File: config.mk
export PLATFORM = sky130hd
export DESIGN_NAME = row_mirror_sepia_filter_core
export DESIGN_NICKNAME = d
export VERILOG_FILES = /design/src/rtl/rmsf_pkg.sv /design/src/rtl/rmsf_ram.sv /design/src/rtl/rmsf_tone.sv /design/src/rtl/row_mirror_sepia_filter_core.sv
export VERILOG_INCLUDE_DIRS = /design/src /design/src/rtl
export SDC_FILE = /design/constraint.sdc
export NUM_CORES = 2
export LEC_CHECK = 0
export ABC_AREA = 0
export BUFFER_PORTS_ARGS = -buffer_cell sky130_fd_sc_hd__buf_2
export CORE_UTILIZATION = 50
export DETAILED_ROUTE_END_ITERATION = 7
export PLACE_DENSITY = 0.72
export SYNTH_ARGS = -nofsm -noshare
export SYNTH_HDL_FRONTEND = slang
export SYNTH_HIERARCHICAL = 1
export SYNTH_SLANG_ARGS = --single-unit
File: constraint.sdc
create_clock -name clk -period 10.15 [get_ports clk]
set_input_delay 1.5225 -clock clk [delete_from_list [all_inputs] [get_ports clk]]
set_output_delay 1.5225 -clock clk [all_outputs]
set_load 0.01 [all_outputs]
File: src/rtl/assert_macros.svh
// Assertion macros shared by the RTL of the row mirror sepia filter.
// No dependencies; included by the files that carry assertions.
`ifndef ASSERT_MACROS_SVH
`define ASSERT_MACROS_SVH

// Check a property on every rising edge outside reset.
`define ASSERT_CLK(lbl, clk, rst, prop) \
  lbl: assert property (@(posedge clk) disable iff (rst) (prop)) \
    else $error("assertion failed");

// Check that a condition never holds outside reset.
`define ASSERT_NEVER(lbl, clk, rst, cond) \
  lbl: assert property (@(posedge clk) disable iff (rst) !(cond)) \
    else $error("forbidden condition seen");

`endif

File: src/rtl/rmsf_pkg.sv
// Types and constants of the row mirror sepia filter.
// No dependencies; used by rmsf_tone and the top level.
package rmsf_pkg;

  // Configuration register indexes and widths
  localparam int CFG_IDX_BITS  = 2;
  localparam int CFG_DATA_BITS = 7;
  localparam int ROW_W_BITS    = 7;
  localparam int ROW_W_RESET   = 64;

  localparam logic [CFG_IDX_BITS-1:0] CFG_MIRROR    = 2'd0;
  localparam logic [CFG_IDX_BITS-1:0] CFG_SEPIA     = 2'd1;
  localparam logic [CFG_IDX_BITS-1:0] CFG_ROW_WIDTH = 2'd2;

  // Sepia arithmetic: dot product, reciprocal divide, clamp
  localparam int SUM_BITS    = 19;
  localparam int PROD_BITS   = 30;
  localparam int Q_BITS      = 9;
  localparam int DIVISOR     = 1000;
  localparam int RECIP       = 1048;  // floor(2^20 / 1000)
  localparam int RECIP_SHIFT = 20;
  localparam int CLAMP_MAX   = 255;

  localparam int SEPIA_M [3][3] = '{'{393, 769, 189},
                                    '{349, 686, 168},
                                    '{272, 534, 131}};

  typedef struct packed {
    logic [7:0] in_red;
    logic [7:0] in_green;
    logic [7:0] in_blue;
  } pix_in_t;

  typedef struct packed {
    logic [7:0] out_red;
    logic [7:0] out_green;
    logic [7:0] out_blue;
    logic       row_end;
  } pix_out_t;

  // One pixel handed to the tone pipeline
  typedef struct packed {
    pix_in_t pix;
    logic    row_end;
    logic    sepia;
  } tone_item_t;

  function automatic logic [SUM_BITS-1:0] dot3(input logic [7:0] a, input logic [7:0] b,
                                               input logic [7:0] c, input int ka,
                                               input int kb, input int kc);
    return SUM_BITS'(ka) * SUM_BITS'(a) + SUM_BITS'(kb) * SUM_BITS'(b)
         + SUM_BITS'(kc) * SUM_BITS'(c);
  endfunction

endpackage

File: src/rtl/rmsf_ram.sv
// Generic simple dual-port RAM: one write port, one read port with registered read.
// No dependencies.
module rmsf_ram #(
  parameter int WIDTH = 24,
  parameter int DEPTH = 64
) (
  input  logic                     clk,
  input  logic                     we,
  input  logic [$clog2(DEPTH)-1:0] waddr,
  input  logic [WIDTH-1:0]         wdata,
  input  logic                     re,
  input  logic [$clog2(DEPTH)-1:0] raddr,
  output logic [WIDTH-1:0]         rdata
);

  logic [WIDTH-1:0] mem [DEPTH];

  always_ff @(posedge clk) begin
    if (we) begin
      mem[waddr] <= wdata;
    end
    if (re) begin
      rdata <= mem[raddr];
    end
  end

endmodule

File: src/rtl/rmsf_tone.sv
// Sepia tone pipeline with output register: dot product, reciprocal divide, clamp, or bypass.
// Depends on rmsf_pkg.
module rmsf_tone (
  input  logic                clk,
  input  logic                rst,
  input  logic                push,
  input  rmsf_pkg::tone_item_t item,
  output logic                adv,
  output logic                out_valid,
  input  logic                out_stall,
  output rmsf_pkg::pix_out_t  out_pixel
);

  localparam int SB = rmsf_pkg::SUM_BITS;
  localparam int QB = rmsf_pkg::Q_BITS;
  localparam int RS = rmsf_pkg::RECIP_SHIFT;

  logic                 v1, v2;
  logic [2:0][SB-1:0]   sum_c;
  logic [2:0][SB-1:0]   s1_sum, s2_sum;
  rmsf_pkg::pix_in_t    s1_pix, s2_pix;
  logic                 s1_end, s2_end, s1_sep, s2_sep;
  logic [2:0][QB-1:0]   q0_c, s2_q0;
  logic [2:0][7:0]      tone_c;

  logic [rmsf_pkg::PROD_BITS-1:0] prod [3];
  logic [SB-1:0]                  rem [3];
  logic [QB-1:0]                  q   [3];

  // Advance all stages together whenever the output slot frees up
  assign adv = !out_valid || !out_stall;

  always_comb begin
    for (int ch = 0; ch < 3; ch++) begin
      sum_c[ch] = rmsf_pkg::dot3(item.pix.in_red, item.pix.in_green, item.pix.in_blue,
                                 rmsf_pkg::SEPIA_M[ch][0], rmsf_pkg::SEPIA_M[ch][1],
                                 rmsf_pkg::SEPIA_M[ch][2]);
      prod[ch]  = rmsf_pkg::PROD_BITS'(s1_sum[ch])
                * rmsf_pkg::PROD_BITS'(rmsf_pkg::RECIP);
      q0_c[ch]  = prod[ch][RS+QB-1:RS];
      // Reciprocal quotient is exact or one low; fix with one compare
      rem[ch]   = s2_sum[ch] - SB'(s2_q0[ch]) * SB'(rmsf_pkg::DIVISOR);
      q[ch]     = (rem[ch] >= SB'(rmsf_pkg::DIVISOR)) ? s2_q0[ch] + 1'b1 : s2_q0[ch];
      tone_c[ch] = (q[ch] > QB'(rmsf_pkg::CLAMP_MAX)) ? 8'(rmsf_pkg::CLAMP_MAX) : q[ch][7:0];
    end
  end

  always_ff @(posedge clk) begin
    if (rst) begin
      v1        <= 1'b0;
      v2        <= 1'b0;
      out_valid <= 1'b0;
    end else if (adv) begin
      v1        <= push;
      v2        <= v1;
      out_valid <= v2;
    end
  end

  always_ff @(posedge clk) begin
    if (adv) begin
      s1_sum <= sum_c;
      s1_pix <= item.pix;
      s1_end <= item.row_end;
      s1_sep <= item.sepia;
      s2_sum <= s1_sum;
      s2_q0  <= q0_c;
      s2_pix <= s1_pix;
      s2_end <= s1_end;
      s2_sep <= s1_sep;
      if (s2_sep) begin
        out_pixel.out_red   <= tone_c[0];
        out_pixel.out_green <= tone_c[1];
        out_pixel.out_blue  <= tone_c[2];
      end else begin
        out_pixel.out_red   <= s2_pix.in_red;
        out_pixel.out_green <= s2_pix.in_green;
        out_pixel.out_blue  <= s2_pix.in_blue;
      end
      out_pixel.row_end <= s2_end;
    end
  end

endmodule

File: src/rtl/row_mirror_sepia_filter_core.sv
// Top level of the row mirror sepia filter: column control, line buffer, burst reader.
// Depends on rmsf_pkg, rmsf_ram, rmsf_tone and assert_macros.svh.
//
//   channel | signals                          | moves
//   --------+----------------------------------+-------------------------------
//   input   | in_valid, in_stall, in_pixel     | one RGB pixel per transaction
//   output  | out_valid, out_stall, out_pixel  | one result pixel + row_end
//   config  | cfg_en, cfg_index, cfg_data      | one register write, no wait
//
// Mirror off: one pixel per cycle while the output flows, via s1, s2 and the output register.
// Mirror on: the W pixels of a row are written first, then a burst that
//   reads the line buffer once a cycle unless stalled, on its single read port.
// Reset clears control state only; the line buffer needs no clearing pass.
// An output stall freezes the tone pipeline and, behind it, burst reads and input.
`include "assert_macros.svh"

module row_mirror_sepia_filter_core #(
  parameter int MAX_ROW_WIDTH = 64
) (
  input  logic                                 clk,
  input  logic                                 rst,
  input  logic                                 in_valid,
  output logic                                 in_stall,
  input  rmsf_pkg::pix_in_t                    in_pixel,
  output logic                                 out_valid,
  input  logic                                 out_stall,
  output rmsf_pkg::pix_out_t                   out_pixel,
  input  logic                                 cfg_en,
  input  logic [rmsf_pkg::CFG_IDX_BITS-1:0]    cfg_index,
  input  logic [rmsf_pkg::CFG_DATA_BITS-1:0]   cfg_data
);

  localparam int CW = $clog2(MAX_ROW_WIDTH);
  localparam int WB = rmsf_pkg::ROW_W_BITS;

  typedef enum logic {ST_IDLE, ST_BURST} state_t;

  state_t                state;
  logic                  mirror_enable;
  logic                  sepia_enable;
  logic [WB-1:0]         row_width;
  logic [CW-1:0]         col;
  logic [CW-1:0]         rd_idx;
  logic                  rd_valid;
  logic                  rd_end;
  logic [23:0]           rd_data;

  logic [WB-1:0]         w_eff;
  logic                  last;
  logic                  accept;
  logic                  issue;
  logic                  adv;
  logic                  push;
  rmsf_pkg::tone_item_t  item;

  // Clamp the configured width into 1..MAX_ROW_WIDTH
  always_comb begin
    if (row_width == '0) begin
      w_eff = WB'(1);
    end else if (row_width > WB'(MAX_ROW_WIDTH)) begin
      w_eff = WB'(MAX_ROW_WIDTH);
    end else begin
      w_eff = row_width;
    end
  end

  // A column at or past the last one ends the row, also after a width shrink
  assign last = WB'(col) >= (w_eff - WB'(1));

  // Take input only with the read slot drained, so burst and direct pixels never mix
  assign in_stall = !(state == ST_IDLE && adv && !rd_valid);
  assign accept   = in_valid && !in_stall;

  // Issue a burst read whenever the read slot is empty or drains this cycle
  assign issue = (state == ST_BURST) && (!rd_valid || adv);

  assign push         = (rd_valid && adv) || (accept && !mirror_enable);
  assign item.pix     = rd_valid ? rmsf_pkg::pix_in_t'(rd_data) : in_pixel;
  assign item.row_end = rd_valid ? rd_end : last;
  assign item.sepia   = sepia_enable;

  // Every pixel lands in the line buffer; the burst starts the cycle after the
  // row's last write, so the read of that entry sees the new data
  rmsf_ram #(
    .WIDTH(24),
    .DEPTH(MAX_ROW_WIDTH)
  ) u_line (
    .clk  (clk),
    .we   (accept),
    .waddr(col),
    .wdata(in_pixel),
    .re   (issue),
    .raddr(rd_idx),
    .rdata(rd_data)
  );

  rmsf_tone u_tone (
    .clk      (clk),
    .rst      (rst),
    .push     (push),
    .item     (item),
    .adv      (adv),
    .out_valid(out_valid),
    .out_stall(out_stall),
    .out_pixel(out_pixel)
  );

  always_ff @(posedge clk) begin
    if (rst) begin
      state         <= ST_IDLE;
      mirror_enable <= 1'b0;
      sepia_enable  <= 1'b0;
      row_width     <= WB'(rmsf_pkg::ROW_W_RESET);
      col           <= '0;
      rd_idx        <= '0;
      rd_valid      <= 1'b0;
      rd_end        <= 1'b0;
    end else begin
      if (cfg_en) begin
        unique case (cfg_index)
          rmsf_pkg::CFG_MIRROR:    mirror_enable <= cfg_data[0];
          rmsf_pkg::CFG_SEPIA:     sepia_enable  <= cfg_data[0];
          rmsf_pkg::CFG_ROW_WIDTH: row_width     <= cfg_data[WB-1:0];
          default: ;
        endcase
      end

      unique case (state)
        ST_IDLE: begin
          if (accept) begin
            col <= last ? '0 : col + 1'b1;
            if (mirror_enable && last) begin
              // Release the row from the column just written down to zero
              state  <= ST_BURST;
              rd_idx <= col;
            end
          end
        end
        ST_BURST: begin
          if (issue) begin
            rd_end <= (rd_idx == '0);
            if (rd_idx == '0) begin
              state <= ST_IDLE;
            end else begin
              rd_idx <= rd_idx - 1'b1;
            end
          end
        end
      endcase

      // Hold the read slot until the pipeline takes it
      if (issue) begin
        rd_valid <= 1'b1;
      end else if (adv) begin
        rd_valid <= 1'b0;
      end
    end
  end

  `ASSERT_CLK(a_rd_hold, clk, rst, (rd_valid && !adv) |=> $stable(rd_data))
  `ASSERT_CLK(a_rd_last, clk, rst, (issue && rd_idx == '0) |=> (rd_valid && rd_end))
  `ASSERT_CLK(a_burst_start, clk, rst, (accept && mirror_enable && last) |=> (state == ST_BURST && rd_idx == $past(col)))

endmodule

== Yosys cells after proc, flatten, opt, wreduce, memory -nomap -nowiden ==
Memories as Yosys holds them, arrays and structs flattened. A register that Yosys moved wholly into a read port is not among the register bits.
Cells that the tools add are included.

* Output and inout port bits: 27
* Flip-flop bits (word level): 245
* RAM bits: 1536
* Memories kept: 1
* Input bits: 38
* Logic and storage cells: 131

{| class="wikitable"
|+ Memory list
! memory !! depth !! width !! read ports !! clocked after Yosys merged registers in !! write ports !! RTL line !! text
|-
| u_line.mem || 64 || 24 || 1 || 1 || 1 || rmsf_ram.sv:16 || <nowiki>logic [WIDTH-1:0] mem [DEPTH];</nowiki>
|}

* Equal/unequal tests: 6
* $add $sub $neg: 15
* Magnitude comparators: 8
* Multipliers: 15
* Reductions and logical operators: 25
* Multiplexer cells: 26
* Bitwise operators: 1

{| class="wikitable"
|+ Operators with widths
! operator !! count
|-
| multiplier 19 x 8 -> 26 bit (second input constant) || 3
|-
| multiplier 9 x 8 -> 17 bit (first input constant) || 4
|-
| adder 17 x 18 -> 19 bit || 3
|-
| adder 19 x 16 -> 19 bit || 3
|-
| >= comparator 19 x 10 -> 1 bit (second input constant) || 3
|-
| subtractor 19 bit || 3
|-
| multiplier 9 x 7 -> 16 bit (second input constant) || 3
|-
| two-way mux 24 bit || 2
|-
| multiplier 8 x 8 -> 16 bit (first input constant) || 2
|-
| two-way mux 6 bit || 5
|-
| adder 9 x 1 -> 9 bit (second input constant) || 3
|-
| > comparator 9 x 8 -> 1 bit (second input constant) || 3
|-
| two-way mux 9 bit || 3
|-
| multiplier 5 x 8 -> 13 bit (first input constant) || 2
|-
| two-way mux 8 bit || 3
|-
| multiplier 10 x 8 -> 18 bit (first input constant) || 1
|-
| two-way mux 7 bit || 2
|-
| case mux 6 bit (2 select lines) || 1
|-
| AND reduction 2 bit || 5
|-
| two-way mux 1 bit || 9
|-
| >= comparator 6 x 7 -> 1 bit || 1
|-
| > comparator 7 bit (second input constant) || 1
|-
| logical AND 1 bit || 7
|-
| logical NOT 7 bit || 1
|-
| other kinds (15) || 23
|}

== Logic depth before layout (Yosys ltp) ==
* Word-level depth: 9
* Gate-level depth with buffers: 32
* Mapped depth without buffers: 30

== Hierarchy ==
The synthesis kept the hierarchy.

{| class="wikitable"
|+ By module, submodules not included
! module !! times used !! area each (um^2) !! cells an instance
|-
| rmsf_ram || 1 || 59535.8 || 2610
|-
| rmsf_tone || 1 || 28884.0 || 2818
|-
| row_mirror_sepia_filter_core || 1 || 1750.4 || 196
|}

== Worst setup path after synthesis ==
OpenSTA, ideal clock, no wires.

* Path kind: input -> register
* Start: input port out_stall
* End: memory u_line.mem[48][0] (enable)
* Stages on the path: 6
* Path slack: 800 ps
* Arrival: 8915 ps
* Library setup time: 435 ps
* Required time: 9715 ps
* Cell sequence: nand2_1 > and4_1 > buf_6 > nor2b_1 > nand4b_1 > nor3_1

* Cells in the longest elaborated chain, start to end: 7

{| class="wikitable"
|+ RTL lines
! item !! RTL line !! text
|-
| start: declaration || row_mirror_sepia_filter_core.sv:26 || <nowiki>input logic out_stall,</nowiki>
|-
| logical NOT 1 bit || rmsf_tone.sv:31 || <nowiki>assign adv = !out_valid || !out_stall;</nowiki>
|-
| logical OR 1 bit || rmsf_tone.sv:31 ||
|-
| logical AND 1 bit (2 in a row) || row_mirror_sepia_filter_core.sv:71 || <nowiki>assign in_stall = !(state == ST_IDLE && adv && !rd_valid);</nowiki>
|-
| logical AND 1 bit || row_mirror_sepia_filter_core.sv:72 || <nowiki>assign accept = in_valid && !in_stall;</nowiki>
|-
| via accept || row_mirror_sepia_filter_core.sv:50 || <nowiki>logic accept;</nowiki>
|-
| two-way mux 1 bit || rmsf_ram.sv:19 || <nowiki>if (we) begin</nowiki>
|-
| two-way mux 1 bit (not written as such) || rmsf_ram.sv:20 || <nowiki>mem[waddr] <= wdata;</nowiki>
|-
| end: declaration || rmsf_ram.sv:16 ||
|}

The timed path passes the listed nets, and every way through them passes these cells.

==> results.ini <==
[setup_path]
startpoint_type=flop
cp-end-kind=flop
cp_max_fo=15
critPathKind=flop to flop
cp.required_ns=10.63
cp.arrival_ns=9.54

[timing]
final_max_slew_viol_count=0
grt_setup_unrepaired=no
setup_viol=0
fmaxAchievable_mhz=110
fin_skew_ns=0.0586
period_needed_ns=9.06
fin_crit_sh=0.892
relSlewSlack=0.184
worst_pin_slew_ns=1.22
finalHoldViolations=0
setup_tns_ns=0

[routing]
drt-total-wl_um=212000
routedWlPerCell_um=25.4
post-route-drc-count=0
first_pass_iters=8
drtIter0Drc=5432
ant_nets=0
vias=49300
viasPerCell=5.92

[cts]
cts-hold-fix-buffers=0
post_cts_resized=0
clockRootBuffer=clkbuf_16
clkSlewWorstSetupHoldPaths_ns=0.06
postCtsSetupRepairBufs=0
htree_levels=4
cts_made_buffers=179
clk_latency_ns=0.83
cts_sinks=1797
clockBufferDepth=3
cts_tree=yes

[yosys]
synthArstFlopShare=0
yosysSeqAreaShare=0.595
synthesis.area_mm2=0.0902
synthesis.instances=5624
syn-num-nets=6586
synth.distinct_cells=101
synth-edff-count=1770
ys_ff_latch=1797
yosys_warnings=6
syn_area_per_cell_um2=16.0
synthFlopType=edfxtp_1

[grt]
grt_usage=0.236
antenna_found_initial=26
grt-ovfl-total=0
grt_max_degree=113
grt_pass1_wl_um=317000
grt_pass1_vias=50200

[floorplanning]
fp.dieH_um=427
die_x_um=427
rows=155
start_util=0.504
die-area_mm2=0.182
coreArea_mm2=0.179
io-pin-count=65

[placement]
port_buffers=64
dpl.hpwl_um=138000
gp_congestion=0.891
place_area_mm2=0.0937

[finish]
fin_area_mm2=0.0996
area.growth.synth_to_final_pct=10.5
final_layout_size_suffix_gt1_frac=0.168
final_nets=6786

[min_path]
hold_path_class=flop to flop

[job]
max-cap-violations=0

[status]
outcome=finished, final reports clean

## cell type report
cell class	count	area [µm²]
Fill cell	13600	79200
Sequential cell	1797	53700
Multi-Input combinational cell	2965	33200
Clock buffer	214	4670
Tap cell	2355	2950
Inverter	702	2640
Timing Repair Buffer	179	1230
Clock inverter	118	1220
Antenna cell	6	15.0
## path summary, 6_finish.rpt
check | from | endpoint | slack [ns] | cells past startpoint
worst max-delay path | rd_valid | u_tone/s1_sum[37] | 1.09 | 27
worst min-delay path | u_tone/s1_pix[5] | u_tone/s2_pix[5] | 0.40 | 0
worst max register to register | rd_valid | u_tone/s1_sum[37] | 1.09 | 27
worst min register to register | u_tone/s1_pix[5] | u_tone/s2_pix[5] | 0.40 | 0
## stage by stage
step / hold slack, ns / worst slack (ns) / util / cells
finish: 0.395 / 1.09 / 0.557 / 8336
global route: 0.411 / 0.589 / 0.557 / 8331
CTS: 0.397 / 1.08 / 0.557 / 8330
detailed placement: 0.405 / 0.832 / 0.524 / 7998
global placement: 0.401 / 0.845 / 0.524 / 7998
floorplan: 0.400 / 0.800 / - / 5624
## cell usage in the layout, fill, tap and decap left out, types with 33 or more instances in the layout
master,n
clkinv_1,43
nor2_1,161
nor3_1,35
nor2_2,56
buf_2,64
o21a_1,40
fa_1,282
edfxtp_1,1770
nand2_1,138
ha_1,642
clkbuf_16,182
buf_4,111
xor2_1,49
o21ai_0,99
o22ai_1,56
nor2b_1,36
a221oi_1,57
a21o_1,33
mux2i_1,122
xnor2_1,115
nand3_1,57
a21oi_1,139
mux4_2,355
inv_1,698
mux2_2,78
## sequential cells by signal, summed over array words and instances, names as in the netlist, 6 cells and up
signal            count
u_line/mem         1536
u_tone/s1_sum        57
u_tone/s2_sum        53
u_tone/s2_q0         27
u_tone/out_pixel     25
u_line/rdata         24
u_tone/s1_pix        22
u_tone/s2_pix        22
row_width             7
col                   6
rd_idx                6
## Yosys cell counts (14+ instances only)
master | instances | area share
o21a_1 | 40 | 0.0033
xor2_1 | 49 | 0.0048
edfxtp_1 | 1770 | 0.59
mux2_2 | 78 | 0.0097
a31oi_1 | 32 | 0.0022
nand2_1 | 139 | 0.0058
ha_1 | 642 | 0.089
and3_1 | 30 | 0.0021
or3_1 | 28 | 0.0019
nand2b_1 | 28 | 0.0019
nor2b_1 | 36 | 0.0025
nor2_1 | 225 | 0.0094
clkbuf_1 | 52 | 0.0022
a22oi_1 | 32 | 0.0027
nand3_1 | 57 | 0.0032
nand4_1 | 16 | 0.0011
buf_4 | 32 | 0.0027
mux4_2 | 355 | 0.089
nor3_1 | 37 | 0.0021
xnor2_1 | 115 | 0.011
buf_1 | 14 | 0.00058
dfxtp_1 | 27 | 0.0060
o21ai_0 | 99 | 0.0055
a21o_1 | 33 | 0.0027
or2_2 | 15 | 0.0010
a221oi_1 | 57 | 0.0055
o21bai_1 | 23 | 0.0019
a211oi_1 | 17 | 0.0014
fa_1 | 282 | 0.063
inv_1 | 698 | 0.029
mux2i_1 | 122 | 0.014
buf_2 | 48 | 0.0027
o22ai_1 | 56 | 0.0039
a21oi_1 | 139 | 0.0077
## kinds of logic after synthesis
logic type / Yosys count / synth area share
flops: 1797 / 0.595
buf+inv: 862 / 0.0390
mux: 559 / 0.113
fa+ha+maj: 924 / 0.152
compound gates: 637 / 0.0477
simple gates: 681 / 0.0376
xor+xnor: 164 / 0.0159
## per-layer routing
metal	GRT usage	wire length [µm]
met1	0.328	86200
met4	0.0814	7210
met5	0	148
met3	0.0459	18900
met2	0.374	99500
## worst max-delay path, stage by stage (launching register included)
cell and delay [ns]:
dfxtp_1 0.92, buf_4 0.39, mux2_2 0.51, fa_1 0.57, inv_1 0.05, fa_1 0.49, inv_1 0.05, fa_1 0.52
fa_1 0.42, ha_1 0.33, a21oi_1 0.21, xnor2_1 0.15, ha_1 0.26, fa_1 0.51, inv_1 0.06, fa_1 0.53
inv_1 0.05, fa_1 0.47, inv_1 0.05, fa_1 0.48, inv_1 0.04, ha_1 0.31, o21ai_0 0.12, a21boi_0 0.15
o21ai_0 0.22, a21oi_1 0.12, o41ai_1 0.51, o311ai_0 0.22
Power is not shown: default switching activity piles up to over one toggle a cycle in this logic, so the estimate is an artifact.
